<file path="src/design/moesif_line_coherence_fsm_macros.svh">
// Assertion macros for the coherence controller back end (moesif_back.sv).
// Synthesis builds define SYNTH, which turns every check into nothing.
`ifndef MOESIF_LINE_COHERENCE_FSM_MACROS_SVH
`define MOESIF_LINE_COHERENCE_FSM_MACROS_SVH
`ifndef SYNTH
`define MOESIF_ASSERT(lbl, prop, msg) \
  lbl: assert property (@(posedge clk_i) disable iff (!rst_ni) prop) else $error(msg);
`define MOESIF_ASSERT_NEVER(lbl, expr, msg) \
  lbl: assert property (@(posedge clk_i) disable iff (!rst_ni) !(expr)) else $error(msg);
`else
`define MOESIF_ASSERT(lbl, prop, msg)
`define MOESIF_ASSERT_NEVER(lbl, expr, msg)
`endif
`endif

</file>
<file path="src/design/moesif_pkg.sv">
`timescale 1ns / 1ps
`default_nettype none

package moesif_pkg;

  localparam int unsigned KIND_W            = 3;
  localparam int unsigned LINE_ADDR_W       = 32;
  localparam int unsigned NODE_W            = 4;
  localparam int unsigned STATE_W           = 4;
  localparam int unsigned ADDR_BITS_DEFAULT = 32;
  localparam int unsigned QUEUE_DEPTH       = 2;

  typedef enum logic [KIND_W-1:0] {
    KIND_LOAD  = 3'd0,
    KIND_STORE = 3'd1,
    KIND_GETS  = 3'd2,
    KIND_GETM  = 3'd3,
    KIND_DATA  = 3'd4
  } kind_e;

  typedef enum logic [2:0] {
    OP_LOAD,
    OP_STORE,
    OP_GETS,
    OP_GETM,
    OP_DATA,
    OP_BAD
  } op_e;

  typedef enum logic [STATE_W-1:0] {
    ST_I  = 4'd0,
    ST_IS = 4'd1,
    ST_IM = 4'd2,
    ST_S  = 4'd3,
    ST_SM = 4'd4,
    ST_E  = 4'd5,
    ST_O  = 4'd6,
    ST_M  = 4'd7,
    ST_F  = 4'd8
  } line_state_e;

  typedef enum logic [1:0] {
    REQ_NONE = 2'd0,
    REQ_GETS = 2'd1,
    REQ_GETM = 2'd2
  } bus_req_e;

  typedef struct packed {
    op_e               op;
    logic [NODE_W-1:0] src;
    logic              shared;
  } item_t;

  typedef struct packed {
    logic                   data_to_proc;
    logic [1:0]             bus_request;
    logic [1:0]             data_sends;
    logic [NODE_W-1:0]      data_dest_node;
    logic [LINE_ADDR_W-1:0] addr_out;
    logic                   shared_assert;
    logic                   miss;
    logic                   silent_upgrade;
    logic                   protocol_error;
    logic [STATE_W-1:0]     new_state;
  } result_t;

endpackage

`default_nettype wire

</file>
<file path="src/design/moesif_in_if.sv">
`timescale 1ns / 1ps
`default_nettype none

interface moesif_in_if;
  logic                               valid;
  logic                               ready;
  logic [moesif_pkg::KIND_W-1:0]      kind;
  logic [moesif_pkg::LINE_ADDR_W-1:0] line_addr;
  logic [moesif_pkg::NODE_W-1:0]      src_node;
  logic                               shared_in;

  modport source (output valid, output kind, output line_addr, output src_node,
                  output shared_in, input ready);
  modport sink (input valid, input kind, input line_addr, input src_node,
                input shared_in, output ready);
endinterface

`default_nettype wire

</file>
<file path="src/design/moesif_out_if.sv">
`timescale 1ns / 1ps
`default_nettype none

interface moesif_out_if;
  logic                               valid;
  logic                               ready;
  logic                               data_to_proc;
  logic [1:0]                         bus_request;
  logic [1:0]                         data_sends;
  logic [moesif_pkg::NODE_W-1:0]      data_dest_node;
  logic [moesif_pkg::LINE_ADDR_W-1:0] addr_out;
  logic                               shared_assert;
  logic                               miss;
  logic                               silent_upgrade;
  logic                               protocol_error;
  logic [moesif_pkg::STATE_W-1:0]     new_state;

  modport source (output valid, output data_to_proc, output bus_request,
                  output data_sends, output data_dest_node, output addr_out,
                  output shared_assert, output miss, output silent_upgrade,
                  output protocol_error, output new_state, input ready);
  modport sink (input valid, input data_to_proc, input bus_request,
                input data_sends, input data_dest_node, input addr_out,
                input shared_assert, input miss, input silent_upgrade,
                input protocol_error, input new_state, output ready);
endinterface

`default_nettype wire

</file>
<file path="src/design/moesif_front.sv">
`timescale 1ns / 1ps
`default_nettype none

module moesif_front #(
  parameter int unsigned ADDR_BITS = moesif_pkg::ADDR_BITS_DEFAULT
) (
  moesif_in_if.sink                             in_i,
  input  logic                                  full_i,
  output logic                                  push_o,
  output moesif_pkg::item_t                     item_o,
  output logic [((ADDR_BITS < 32) ? ADDR_BITS : 32)-1:0] addr_o
);
  import moesif_pkg::*;

  localparam int unsigned AddrKeep = (ADDR_BITS < 32) ? ADDR_BITS : 32;

  op_e op;

  always_comb begin
    case (in_i.kind)
      KIND_LOAD:  op = OP_LOAD;
      KIND_STORE: op = OP_STORE;
      KIND_GETS:  op = OP_GETS;
      KIND_GETM:  op = OP_GETM;
      KIND_DATA:  op = OP_DATA;
      default:    op = OP_BAD;
    endcase
  end

  assign in_i.ready    = !full_i;
  assign push_o        = in_i.valid && !full_i;
  assign item_o.op     = op;
  assign item_o.src    = in_i.src_node;
  assign item_o.shared = in_i.shared_in;
  assign addr_o        = in_i.line_addr[AddrKeep-1:0];

endmodule

`default_nettype wire

</file>
<file path="src/design/moesif_fifo.sv">
`timescale 1ns / 1ps
`default_nettype none

module moesif_fifo #(
  parameter int unsigned ADDR_KEEP = 32
) (
  input  logic                  clk_i,
  input  logic                  rst_ni,
  input  logic                  push_i,
  input  moesif_pkg::item_t     item_i,
  input  logic [ADDR_KEEP-1:0]  addr_i,
  output logic                  full_o,
  input  logic                  pop_i,
  output logic                  empty_o,
  output moesif_pkg::item_t     item_o,
  output logic [ADDR_KEEP-1:0]  addr_o
);
  import moesif_pkg::*;

  localparam int unsigned PtrW = $clog2(QUEUE_DEPTH);
  localparam int unsigned CntW = $clog2(QUEUE_DEPTH + 1);

  item_t                item_mem_q [QUEUE_DEPTH];
  logic [ADDR_KEEP-1:0] addr_mem_q [QUEUE_DEPTH];
  logic [PtrW-1:0]      wr_ptr_q, wr_ptr_d;
  logic [PtrW-1:0]      rd_ptr_q, rd_ptr_d;
  logic [CntW-1:0]      count_q, count_d;
  logic                 do_push, do_pop;

  assign full_o  = (count_q == CntW'(QUEUE_DEPTH));
  assign empty_o = (count_q == '0);
  assign do_push = push_i && !full_o;
  assign do_pop  = pop_i && !empty_o;

  always_comb begin
    wr_ptr_d = do_push ? wr_ptr_q + PtrW'(1) : wr_ptr_q;
    rd_ptr_d = do_pop ? rd_ptr_q + PtrW'(1) : rd_ptr_q;
    count_d  = count_q;
    if (do_push && !do_pop) begin
      count_d = count_q + CntW'(1);
    end else if (do_pop && !do_push) begin
      count_d = count_q - CntW'(1);
    end
  end

  always_ff @(posedge clk_i or negedge rst_ni) begin
    if (!rst_ni) begin
      wr_ptr_q <= '0;
      rd_ptr_q <= '0;
      count_q  <= '0;
    end else begin
      wr_ptr_q <= wr_ptr_d;
      rd_ptr_q <= rd_ptr_d;
      count_q  <= count_d;
    end
  end

  always_ff @(posedge clk_i) begin
    if (do_push) begin
      item_mem_q[wr_ptr_q] <= item_i;
      addr_mem_q[wr_ptr_q] <= addr_i;
    end
  end

  assign item_o = item_mem_q[rd_ptr_q];
  assign addr_o = addr_mem_q[rd_ptr_q];

endmodule

`default_nettype wire

</file>
<file path="src/design/moesif_back.sv">
`timescale 1ns / 1ps
`default_nettype none
`include "moesif_line_coherence_fsm_macros.svh"

module moesif_back #(
  parameter int unsigned ADDR_KEEP = 32
) (
  input  logic                 clk_i,
  input  logic                 rst_ni,
  input  logic                 empty_i,
  input  moesif_pkg::item_t    item_i,
  input  logic [ADDR_KEEP-1:0] addr_i,
  output logic                 pop_o,
  moesif_out_if.source         out_o
);
  import moesif_pkg::*;

  line_state_e       state_q, state_d;
  logic              own_vld_q, own_vld_d;
  logic [NODE_W-1:0] own_node_q, own_node_d;
  logic              fwd_vld_q, fwd_vld_d;
  logic              out_vld_q, out_vld_d;
  result_t           res_q, res_d;

  logic              pop;
  logic              err_c;
  logic              to_proc, assert_sh, miss, silent;
  bus_req_e          req;
  logic [1:0]        sends;
  logic              store;
  logic              sh;

  assign pop   = !empty_i && (!out_vld_q || out_o.ready);
  assign pop_o = pop;

  // Next line state and node marks for the item at the head of the queue.
  always_comb begin
    state_d    = state_q;
    own_vld_d  = own_vld_q;
    own_node_d = own_node_q;
    fwd_vld_d  = fwd_vld_q;
    to_proc    = 1'b0;
    req        = REQ_NONE;
    sends      = 2'd0;
    assert_sh  = 1'b0;
    miss       = 1'b0;
    silent     = 1'b0;
    err_c      = 1'b0;
    store      = (item_i.op == OP_STORE);
    sh         = item_i.shared;
    if (item_i.op inside {OP_LOAD, OP_STORE}) begin
      case (state_q)
        ST_I: begin
          req     = store ? REQ_GETM : REQ_GETS;
          state_d = store ? ST_IM : ST_IS;
          miss    = 1'b1;
        end
        ST_S, ST_F: begin
          if (store) begin
            req     = REQ_GETM;
            state_d = ST_SM;
            miss    = 1'b1;
          end else begin
            to_proc = 1'b1;
          end
        end
        ST_O: begin
          if (store) begin
            own_vld_d  = 1'b1;
            own_node_d = item_i.src;
            req        = REQ_GETM;
            state_d    = ST_SM;
            miss       = 1'b1;
          end else begin
            to_proc = 1'b1;
          end
        end
        ST_E: begin
          to_proc = 1'b1;
          if (store) begin
            state_d = ST_M;
            silent  = 1'b1;
          end
        end
        ST_M: begin
          to_proc = 1'b1;
        end
        default: begin
          err_c = 1'b1;
        end
      endcase
    end else if (item_i.op inside {OP_GETS, OP_GETM, OP_DATA}) begin
      case (state_q)
        ST_I: begin
        end
        ST_IS: begin
          if (item_i.op == OP_DATA) begin
            to_proc = 1'b1;
            state_d = sh ? ST_S : ST_E;
          end
        end
        ST_IM: begin
          if (item_i.op == OP_DATA) begin
            to_proc = 1'b1;
            state_d = ST_M;
          end
        end
        ST_S: begin
          if (item_i.op == OP_GETS) begin
            assert_sh = 1'b1;
          end else if (item_i.op == OP_GETM) begin
            state_d = ST_I;
          end
        end
        ST_SM: begin
          if (item_i.op == OP_GETS) begin
            sends     = {1'b0, fwd_vld_q && !sh} + {1'b0, own_vld_q};
            assert_sh = 1'b1;
          end else if (item_i.op == OP_GETM) begin
            // Only one supplier answers: the shared line is raised by the first.
            if ((fwd_vld_q || own_vld_q) && !sh) begin
              assert_sh = 1'b1;
              sends     = 2'd1;
            end
            if (!own_vld_q || (own_node_q != item_i.src)) begin
              state_d    = ST_IM;
              own_vld_d  = 1'b0;
              own_node_d = '0;
            end
          end else begin
            own_vld_d  = 1'b0;
            own_node_d = '0;
            fwd_vld_d  = 1'b0;
            to_proc    = 1'b1;
            state_d    = ST_M;
          end
        end
        ST_E: begin
          if (item_i.op == OP_GETS) begin
            fwd_vld_d = 1'b1;
            assert_sh = 1'b1;
            sends     = 2'd1;
            state_d   = ST_F;
          end else if (item_i.op == OP_GETM) begin
            assert_sh = 1'b1;
            sends     = 2'd1;
            state_d   = ST_I;
          end
        end
        ST_O, ST_F, ST_M: begin
          if (item_i.op == OP_GETS) begin
            assert_sh = 1'b1;
            sends     = 2'd1;
            if (state_q == ST_M) begin
              state_d = ST_O;
            end
          end else if (item_i.op == OP_GETM) begin
            assert_sh = 1'b1;
            sends     = 2'd1;
            state_d   = ST_I;
          end
        end
        default: begin
          err_c = 1'b1;
        end
      endcase
    end else begin
      err_c = 1'b1;
    end
  end

  // Result word for the item at the head of the queue.
  always_comb begin
    res_d                = '0;
    res_d.protocol_error = err_c;
    res_d.new_state      = state_d;
    if (!err_c) begin
      res_d.data_to_proc   = to_proc;
      res_d.bus_request    = req;
      res_d.data_sends     = sends;
      res_d.data_dest_node = (sends != 2'd0) ? item_i.src : '0;
      res_d.addr_out       = (to_proc || (req != REQ_NONE) || (sends != 2'd0)) ?
                             LINE_ADDR_W'(addr_i) : '0;
      res_d.shared_assert  = assert_sh;
      res_d.miss           = miss;
      res_d.silent_upgrade = silent;
    end
    out_vld_d = pop ? 1'b1 : (out_vld_q && !out_o.ready);
  end

  always_ff @(posedge clk_i or negedge rst_ni) begin
    if (!rst_ni) begin
      state_q   <= ST_I;
      own_vld_q <= 1'b0;
      fwd_vld_q <= 1'b0;
      out_vld_q <= 1'b0;
    end else begin
      out_vld_q <= out_vld_d;
      if (pop && !err_c) begin
        state_q   <= state_d;
        own_vld_q <= own_vld_d;
        fwd_vld_q <= fwd_vld_d;
      end
    end
  end

  always_ff @(posedge clk_i) begin
    if (pop) begin
      res_q <= res_d;
      if (!err_c) begin
        own_node_q <= own_node_d;
      end
    end
  end

  assign out_o.valid          = out_vld_q;
  assign out_o.data_to_proc   = res_q.data_to_proc;
  assign out_o.bus_request    = res_q.bus_request;
  assign out_o.data_sends     = res_q.data_sends;
  assign out_o.data_dest_node = res_q.data_dest_node;
  assign out_o.addr_out       = res_q.addr_out;
  assign out_o.shared_assert  = res_q.shared_assert;
  assign out_o.miss           = res_q.miss;
  assign out_o.silent_upgrade = res_q.silent_upgrade;
  assign out_o.protocol_error = res_q.protocol_error;
  assign out_o.new_state      = res_q.new_state;

  `MOESIF_ASSERT(a_err_keeps_state, pop && err_c |=> $stable(state_q), "error changed the line state")
  `MOESIF_ASSERT_NEVER(a_owner_only_in_sm, own_vld_q && (state_q != ST_SM), "owner mark valid outside SM")
  `MOESIF_ASSERT(a_dest_zero_without_sends, out_vld_q && (res_q.data_sends == 2'd0) |-> (res_q.data_dest_node == '0), "destination set without a data transfer")
  `MOESIF_ASSERT(a_silent_upgrade_to_m, out_vld_q && res_q.silent_upgrade |-> (res_q.new_state == ST_M) && (res_q.bus_request == REQ_NONE), "silent upgrade without reaching M")

endmodule

`default_nettype wire

</file>
<file path="src/design/moesif_line_coherence_fsm.sv">
`timescale 1ns / 1ps
`default_nettype none

// Coherence controller for one cache line under a snooping MOESIF protocol. Every input
// transfer (processor load or store, snooped GETS, GETM or DATA) yields exactly one result
// transfer carrying the bus request, data sends, shared-line assertion, statistics flags and
// the new line state; items not allowed in the current state raise protocol_error and leave
// the state untouched. A front end classifies each item into a two-entry queue, and the back
// end runs the combinational state decode and loads an output register. The block takes one
// item per clock while the output is not stalled by out_o.ready; each item passes through the
// queue and then the output register before its result is valid. While a result waits on
// out_o.ready, the queue takes up to two more items and then holds in_i.ready low.
module moesif_line_coherence_fsm #(
  parameter int unsigned ADDR_BITS = moesif_pkg::ADDR_BITS_DEFAULT
) (
  input  logic         clk_i,
  input  logic         rst_ni,
  moesif_in_if.sink    in_i,
  moesif_out_if.source out_o
);
  import moesif_pkg::*;

  localparam int unsigned AddrKeep = (ADDR_BITS < 32) ? ADDR_BITS : 32;

  logic                push, full, pop, empty;
  item_t               front_item, head_item;
  logic [AddrKeep-1:0] front_addr, head_addr;

  moesif_front #(
    .ADDR_BITS (ADDR_BITS)
  ) u_front (
    .in_i   (in_i),
    .full_i (full),
    .push_o (push),
    .item_o (front_item),
    .addr_o (front_addr)
  );

  moesif_fifo #(
    .ADDR_KEEP (AddrKeep)
  ) u_fifo (
    .clk_i   (clk_i),
    .rst_ni  (rst_ni),
    .push_i  (push),
    .item_i  (front_item),
    .addr_i  (front_addr),
    .full_o  (full),
    .pop_i   (pop),
    .empty_o (empty),
    .item_o  (head_item),
    .addr_o  (head_addr)
  );

  moesif_back #(
    .ADDR_KEEP (AddrKeep)
  ) u_back (
    .clk_i   (clk_i),
    .rst_ni  (rst_ni),
    .empty_i (empty),
    .item_i  (head_item),
    .addr_i  (head_addr),
    .pop_o   (pop),
    .out_o   (out_o)
  );

endmodule

`default_nettype wire
</file>
<file path="src/flat_wrapper.sv">
// flat-port wrapper written by rule: the top's interface ports become plain ports
module moesif_line_coherence_fsm_flat import moesif_pkg::*;
#(
  parameter int unsigned ADDR_BITS = moesif_pkg::ADDR_BITS_DEFAULT
)
  (clk_i, rst_ni, in_i_valid, in_i_kind, in_i_line_addr, in_i_src_node, in_i_shared_in, in_i_ready, out_o_valid, out_o_data_to_proc, out_o_bus_request, out_o_data_sends, out_o_data_dest_node, out_o_addr_out, out_o_shared_assert, out_o_miss, out_o_silent_upgrade, out_o_protocol_error, out_o_new_state, out_o_ready);
  moesif_in_if in_i_i ();
  moesif_out_if out_o_i ();
  input  logic clk_i;
  input  logic rst_ni;
  input wire logic [$bits(in_i_i.valid)-1:0] in_i_valid;
  input wire logic [$bits(in_i_i.kind)-1:0] in_i_kind;
  input wire logic [$bits(in_i_i.line_addr)-1:0] in_i_line_addr;
  input wire logic [$bits(in_i_i.src_node)-1:0] in_i_src_node;
  input wire logic [$bits(in_i_i.shared_in)-1:0] in_i_shared_in;
  output wire logic [$bits(in_i_i.ready)-1:0] in_i_ready;
  output wire logic [$bits(out_o_i.valid)-1:0] out_o_valid;
  output wire logic [$bits(out_o_i.data_to_proc)-1:0] out_o_data_to_proc;
  output wire logic [$bits(out_o_i.bus_request)-1:0] out_o_bus_request;
  output wire logic [$bits(out_o_i.data_sends)-1:0] out_o_data_sends;
  output wire logic [$bits(out_o_i.data_dest_node)-1:0] out_o_data_dest_node;
  output wire logic [$bits(out_o_i.addr_out)-1:0] out_o_addr_out;
  output wire logic [$bits(out_o_i.shared_assert)-1:0] out_o_shared_assert;
  output wire logic [$bits(out_o_i.miss)-1:0] out_o_miss;
  output wire logic [$bits(out_o_i.silent_upgrade)-1:0] out_o_silent_upgrade;
  output wire logic [$bits(out_o_i.protocol_error)-1:0] out_o_protocol_error;
  output wire logic [$bits(out_o_i.new_state)-1:0] out_o_new_state;
  input wire logic [$bits(out_o_i.ready)-1:0] out_o_ready;
  assign in_i_i.valid = in_i_valid;
  assign in_i_i.kind = in_i_kind;
  assign in_i_i.line_addr = in_i_line_addr;
  assign in_i_i.src_node = in_i_src_node;
  assign in_i_i.shared_in = in_i_shared_in;
  assign in_i_ready = in_i_i.ready;
  assign out_o_valid = out_o_i.valid;
  assign out_o_data_to_proc = out_o_i.data_to_proc;
  assign out_o_bus_request = out_o_i.bus_request;
  assign out_o_data_sends = out_o_i.data_sends;
  assign out_o_data_dest_node = out_o_i.data_dest_node;
  assign out_o_addr_out = out_o_i.addr_out;
  assign out_o_shared_assert = out_o_i.shared_assert;
  assign out_o_miss = out_o_i.miss;
  assign out_o_silent_upgrade = out_o_i.silent_upgrade;
  assign out_o_protocol_error = out_o_i.protocol_error;
  assign out_o_new_state = out_o_i.new_state;
  assign out_o_i.ready = out_o_ready;
  moesif_line_coherence_fsm #(.ADDR_BITS(ADDR_BITS)) u_core (.clk_i(clk_i), .rst_ni(rst_ni), .in_i(in_i_i), .out_o(out_o_i));
endmodule
</file>
<file path="config.mk">
export PLATFORM = sky130hd
export DESIGN_NAME = moesif_line_coherence_fsm_flat
export DESIGN_NICKNAME = d
export VERILOG_FILES = /design/src/design/moesif_pkg.sv /design/src/design/moesif_in_if.sv /design/src/design/moesif_out_if.sv /design/src/design/moesif_front.sv /design/src/design/moesif_fifo.sv /design/src/design/moesif_back.sv /design/src/design/moesif_line_coherence_fsm.sv /design/src/flat_wrapper.sv
export VERILOG_INCLUDE_DIRS = /design/src /design/src/design
export SDC_FILE = /design/constraint.sdc
export NUM_CORES = 1
export LEC_CHECK = 0
export BUFFER_PORTS_ARGS = -buffer_cell sky130_fd_sc_hd__buf_2
export CAP_MARGIN = 10
export CORE_MARGIN = 4
export CORE_UTILIZATION = 55
export DETAILED_ROUTE_END_ITERATION = 7
export GPL_ROUTABILITY_DRIVEN = 0
export PLACE_DENSITY = 0.78
export SLEW_MARGIN = 10
export SYNTH_ARGS = -nofsm -noshare
export SYNTH_HDL_FRONTEND = slang
export SYNTH_SLANG_ARGS = --single-unit
</file>
<file path="constraint.sdc">
create_clock -name clk_i -period 4.9 [get_ports clk_i]
set_input_delay 0.735 -clock clk_i [delete_from_list [all_inputs] [get_ports clk_i]]
set_output_delay 0.735 -clock clk_i [all_outputs]
set_load 0.01 [all_outputs]
</file>
==> results.py <==
metrics = {
    "timing": {
        "tightest_slew_ns": 1.15,
        "slew_headroom": 0.213,
        "finalCriticalPeriod_ns": 3.37,
        "fmax_ghz": 0.297,
        "fin_ws_ns": 1.53,
        "fin_crit_sh": 0.688,
        "rsz0062_at_grt": "false",
        "fin_skew_ns": 0.0108,
        "hold_violations": 0,
        "setup_tns_ns": 0,
        "hold_slack_ns": 0.0925,
        "drv_slew": 0,
        "setup_viol": 0,
    },
    "worst_setup_path": {
        "cpPeakStageDelay_ns": 0.80,
        "timing.rr.end": "u_core.u_back.out_o.addr_out[16]",
        "reg2regPathDepth": 9,
        "r2r_start": "u_core.u_fifo.rd_ptr_q",
        "endpoint_kind": "flop",
        "start_kind": "flop",
        "critical_path_required_ns": 5.15,
        "crit_slowest_cell": "dfrtp_2",
        "path_cells": "mux2i_1, and2_1, ha_1, a31oi_1, a21oi_1, o21ai_1, nor3b_4, buf_4, nor2_1",
        "regToRegSetupSlack_ns": 1.53,
        "critPathMaxFanout": 32,
        "arrival_ns": 3.62,
        "critPathKind": "flop to flop",
    },
    "place": {
        "dp_slack_ns": 1.58,
        "io_buffer_count": 94,
        "dp_hpwl_microns": 7210,
        "postPlaceCellArea_sq_mm": 0.00654,
    },
    "layout": {
        "final_cell_mix": "edfxtp_1 (133), buf_2 (94), nor2_1 (51)",
        "fin_util": 0.681,
        "fin_area_sq_mm": 0.00712,
        "n_fill_cell": 728,
        "drive_gt1_frac": 0.285,
        "final_nets": 542,
        "syn2layout_area_growth_pct": 19.2,
        "final_common_cell": "edfxtp_1",
    },
    "yosys": {
        "yosysSeqAreaShare": 0.714,
        "netlist_instances": 404,
        "synth_seq_cells": 144,
        "synth_area_sq_mm": 0.00598,
        "ys_async_sr_fraction": 0.0764,
        "syn_nets": 450,
        "synth.distinct_cells": 59,
        "synth_area_per_cell_sq_um": 14.8,
        "yosysWarnings": 0,
        "synth_edf_count": 133,
        "synth_flop_cell": "edfxtp_1",
    },
    "pwr": {
        "ir_worst_vdd_v": 0.000284,
        "p_leak_nw": 2.74,
        "p_per_area_mw_per_mm2": 668,
    },
    "route": {
        "dr_total_vias": 3637,
        "dr.pass1.iters": 6,
        "wl_microns": 11500,
        "ant_nets": 0,
        "wire_per_inst_microns": 17.7,
        "vias_per_cell": 5.63,
        "route.detailed.drc": 0,
        "first_iter_violations": 247,
    },
    "grt": {
        "busiest_layer": "met2",
        "grt_pass1_wl_microns": 18100,
        "grt_util_met2": 0.330,
        "grt_usage": 0.189,
        "met3_usage": 0.0518,
        "grt_max_degree": 50,
        "antenna_found_initial": 1,
        "overflow": 0,
        "met1_usage": 0.211,
        "grt_pass1_vias": 3647,
    },
    "hold_path": {
        "hp-class": "input port to asynchronous set/reset pin",
    },
    "floorplan": {
        "dieArea_sq_mm": 0.0126,
        "chipWidth_microns": 112,
        "core_area_sq_mm": 0.0105,
        "ioPinCount": 95,
        "initial_core_util": 0.571,
        "num_rows": 37,
        "dieHeight_microns": 112,
    },
    "cts": {
        "root_buffer": "clkbuf_8",
        "clkTransAtPathRegs_ns": 0.06,
        "cts_sinks": 144,
        "clk_latency_ns": 0.52,
        "htreeDepth": 4,
        "cts_resized": 0,
        "post-cts-setup-buffers": 0,
        "cts_tree": "yes",
        "cts_hold_buf": 0,
        "cts_buffers": 17,
        "clockBufferDepth": 2,
    },
    "run": {
        "max_cap_violations": 0,
    },
    "outcome": {
        "status": "complete, no violations",
    },
}
-- Yosys cell counts (2+ instances only) --
master / n / share of area
a21boi_0: 2 / 0.0025
a21o_1: 2 / 0.0025
a21oi_1: 15 / 0.013
a22oi_1: 2 / 0.0025
a31oi_1: 5 / 0.0052
and2_1: 5 / 0.0052
and3_1: 2 / 0.0021
buf_2: 6 / 0.0050
buf_6: 2 / 0.0038
clkbuf_1: 14 / 0.0088
dfrtp_1: 11 / 0.046
edfxtp_1: 133 / 0.67
ha_1: 2 / 0.0042
inv_1: 5 / 0.0031
mux2_2: 4 / 0.0075
mux2i_1: 38 / 0.064
nand2_1: 12 / 0.0075
nand2b_1: 7 / 0.0073
nand3_1: 2 / 0.0017
nor2_1: 52 / 0.033
nor2b_1: 6 / 0.0063
nor3_1: 5 / 0.0042
nor4b_1: 2 / 0.0029
o2111ai_1: 2 / 0.0029
o21a_1: 2 / 0.0025
o21ai_0: 15 / 0.013
o21bai_1: 2 / 0.0025
o22ai_1: 2 / 0.0021
o31a_1: 2 / 0.0029
o31ai_1: 2 / 0.0025
o32ai_1: 4 / 0.0059
or2_2: 5 / 0.0052
xnor2_1: 3 / 0.0044
xor2_1: 6 / 0.0088
-- through the flow --
step           total power [mW]  std cells
6_report                   4.76        646
5_1_grt                    5.02        646
4_1_cts                    4.79        645
3_5_place_dp               3.52        613
3_3_place_gp               3.46        613
2_1_floorplan              3.06        404
-- area by class of cell --
type	instances	area, sq um	area share
antenna	1	2.50	0.000351
clock buffer	19	422	0.0592
clock inverter	13	160	0.0225
inverter	5	18.8	0.00263
multi-input combinational	232	1590	0.224
sequential	144	4270	0.600
tap	136	170	0.0239
timing repair buffer	96	485	0.0682
-- sequential cells by signal (all words and copies together), names as in the netlist, 2 cells and up --
name	cells
u_core.u_back.out_o.data_dest_node	4
u_core.u_fifo.count_q	2
u_core.u_back.out_o.new_state	4
u_core.u_fifo.addr_mem_q	64
u_core.u_back.out_o.addr_out	32
u_core.u_back.out_o.bus_request	2
u_core.u_fifo.item_mem_q	16
u_core.u_back.own_node_q	4
u_core.u_back.state_q	4
u_core.u_back.out_o.data_sends	2
-- critical path, delay by kind of cell (launching register included) --
kind / cells / cell delay, ns
compound gates: 3 / 0.65
flops: 1 / 0.80
buf+inv: 1 / 0.35
simple gates: 3 / 0.55
mux: 1 / 0.52
fa+ha+maj: 1 / 0.22
-- worst max path at each step --
stage	startpoint	end	slack, ns
2_1_floorplan	in_i_valid	u_core.u_fifo.addr_mem_q[0][0]	1.95
3_3_place_gp	u_core.u_fifo.rd_ptr_q	u_core.u_back.own_vld_q	1.66
3_5_place_dp	u_core.u_fifo.rd_ptr_q	u_core.u_back.out_o.addr_out[26]	1.58
4_1_cts	u_core.u_fifo.rd_ptr_q	u_core.u_back.out_o.addr_out[16]	1.53
5_1_grt	u_core.u_fifo.rd_ptr_q	u_core.u_back.out_o.addr_out[20]	1.30
6_report	u_core.u_fifo.rd_ptr_q	u_core.u_back.out_o.addr_out[16]	1.53
-- cell families (layout without fill, tap and decap cells) --
family,Yosys count,in the layout,synth area share
buffers and inverters,28,133,0.0214
AND/OR/NAND/NOR,108,108,0.0923
AO/OA/AOI/OAI,70,70,0.0796
other,0,1,0
flip-flops,144,144,0.714
XOR/XNOR,9,9,0.0132
multiplexers,43,43,0.0750
adder cells (fa/ha/maj),2,2,0.00419
-- power by group --
group	switching, mW	total [mW]	leakage [nW]	internal [mW]
combinational	0.865	1.40	1.06	0.535
clock	0.483	1.26	0.274	0.775
sequential	0.234	2.10	1.40	1.87
total	1.58	4.76	2.74	3.18
-- routing by layer --
metal  vias to the layer above  wire length, microns  share of wire
li1                       1715                     -              -
met1                      1712                  4180           0.36
met2                       181                  6040           0.53
met3                        29                   879          0.077
met4                         0                   357          0.031
met5                         -                     0              0
No activity file was read; power rests on OpenSTA's default activity.
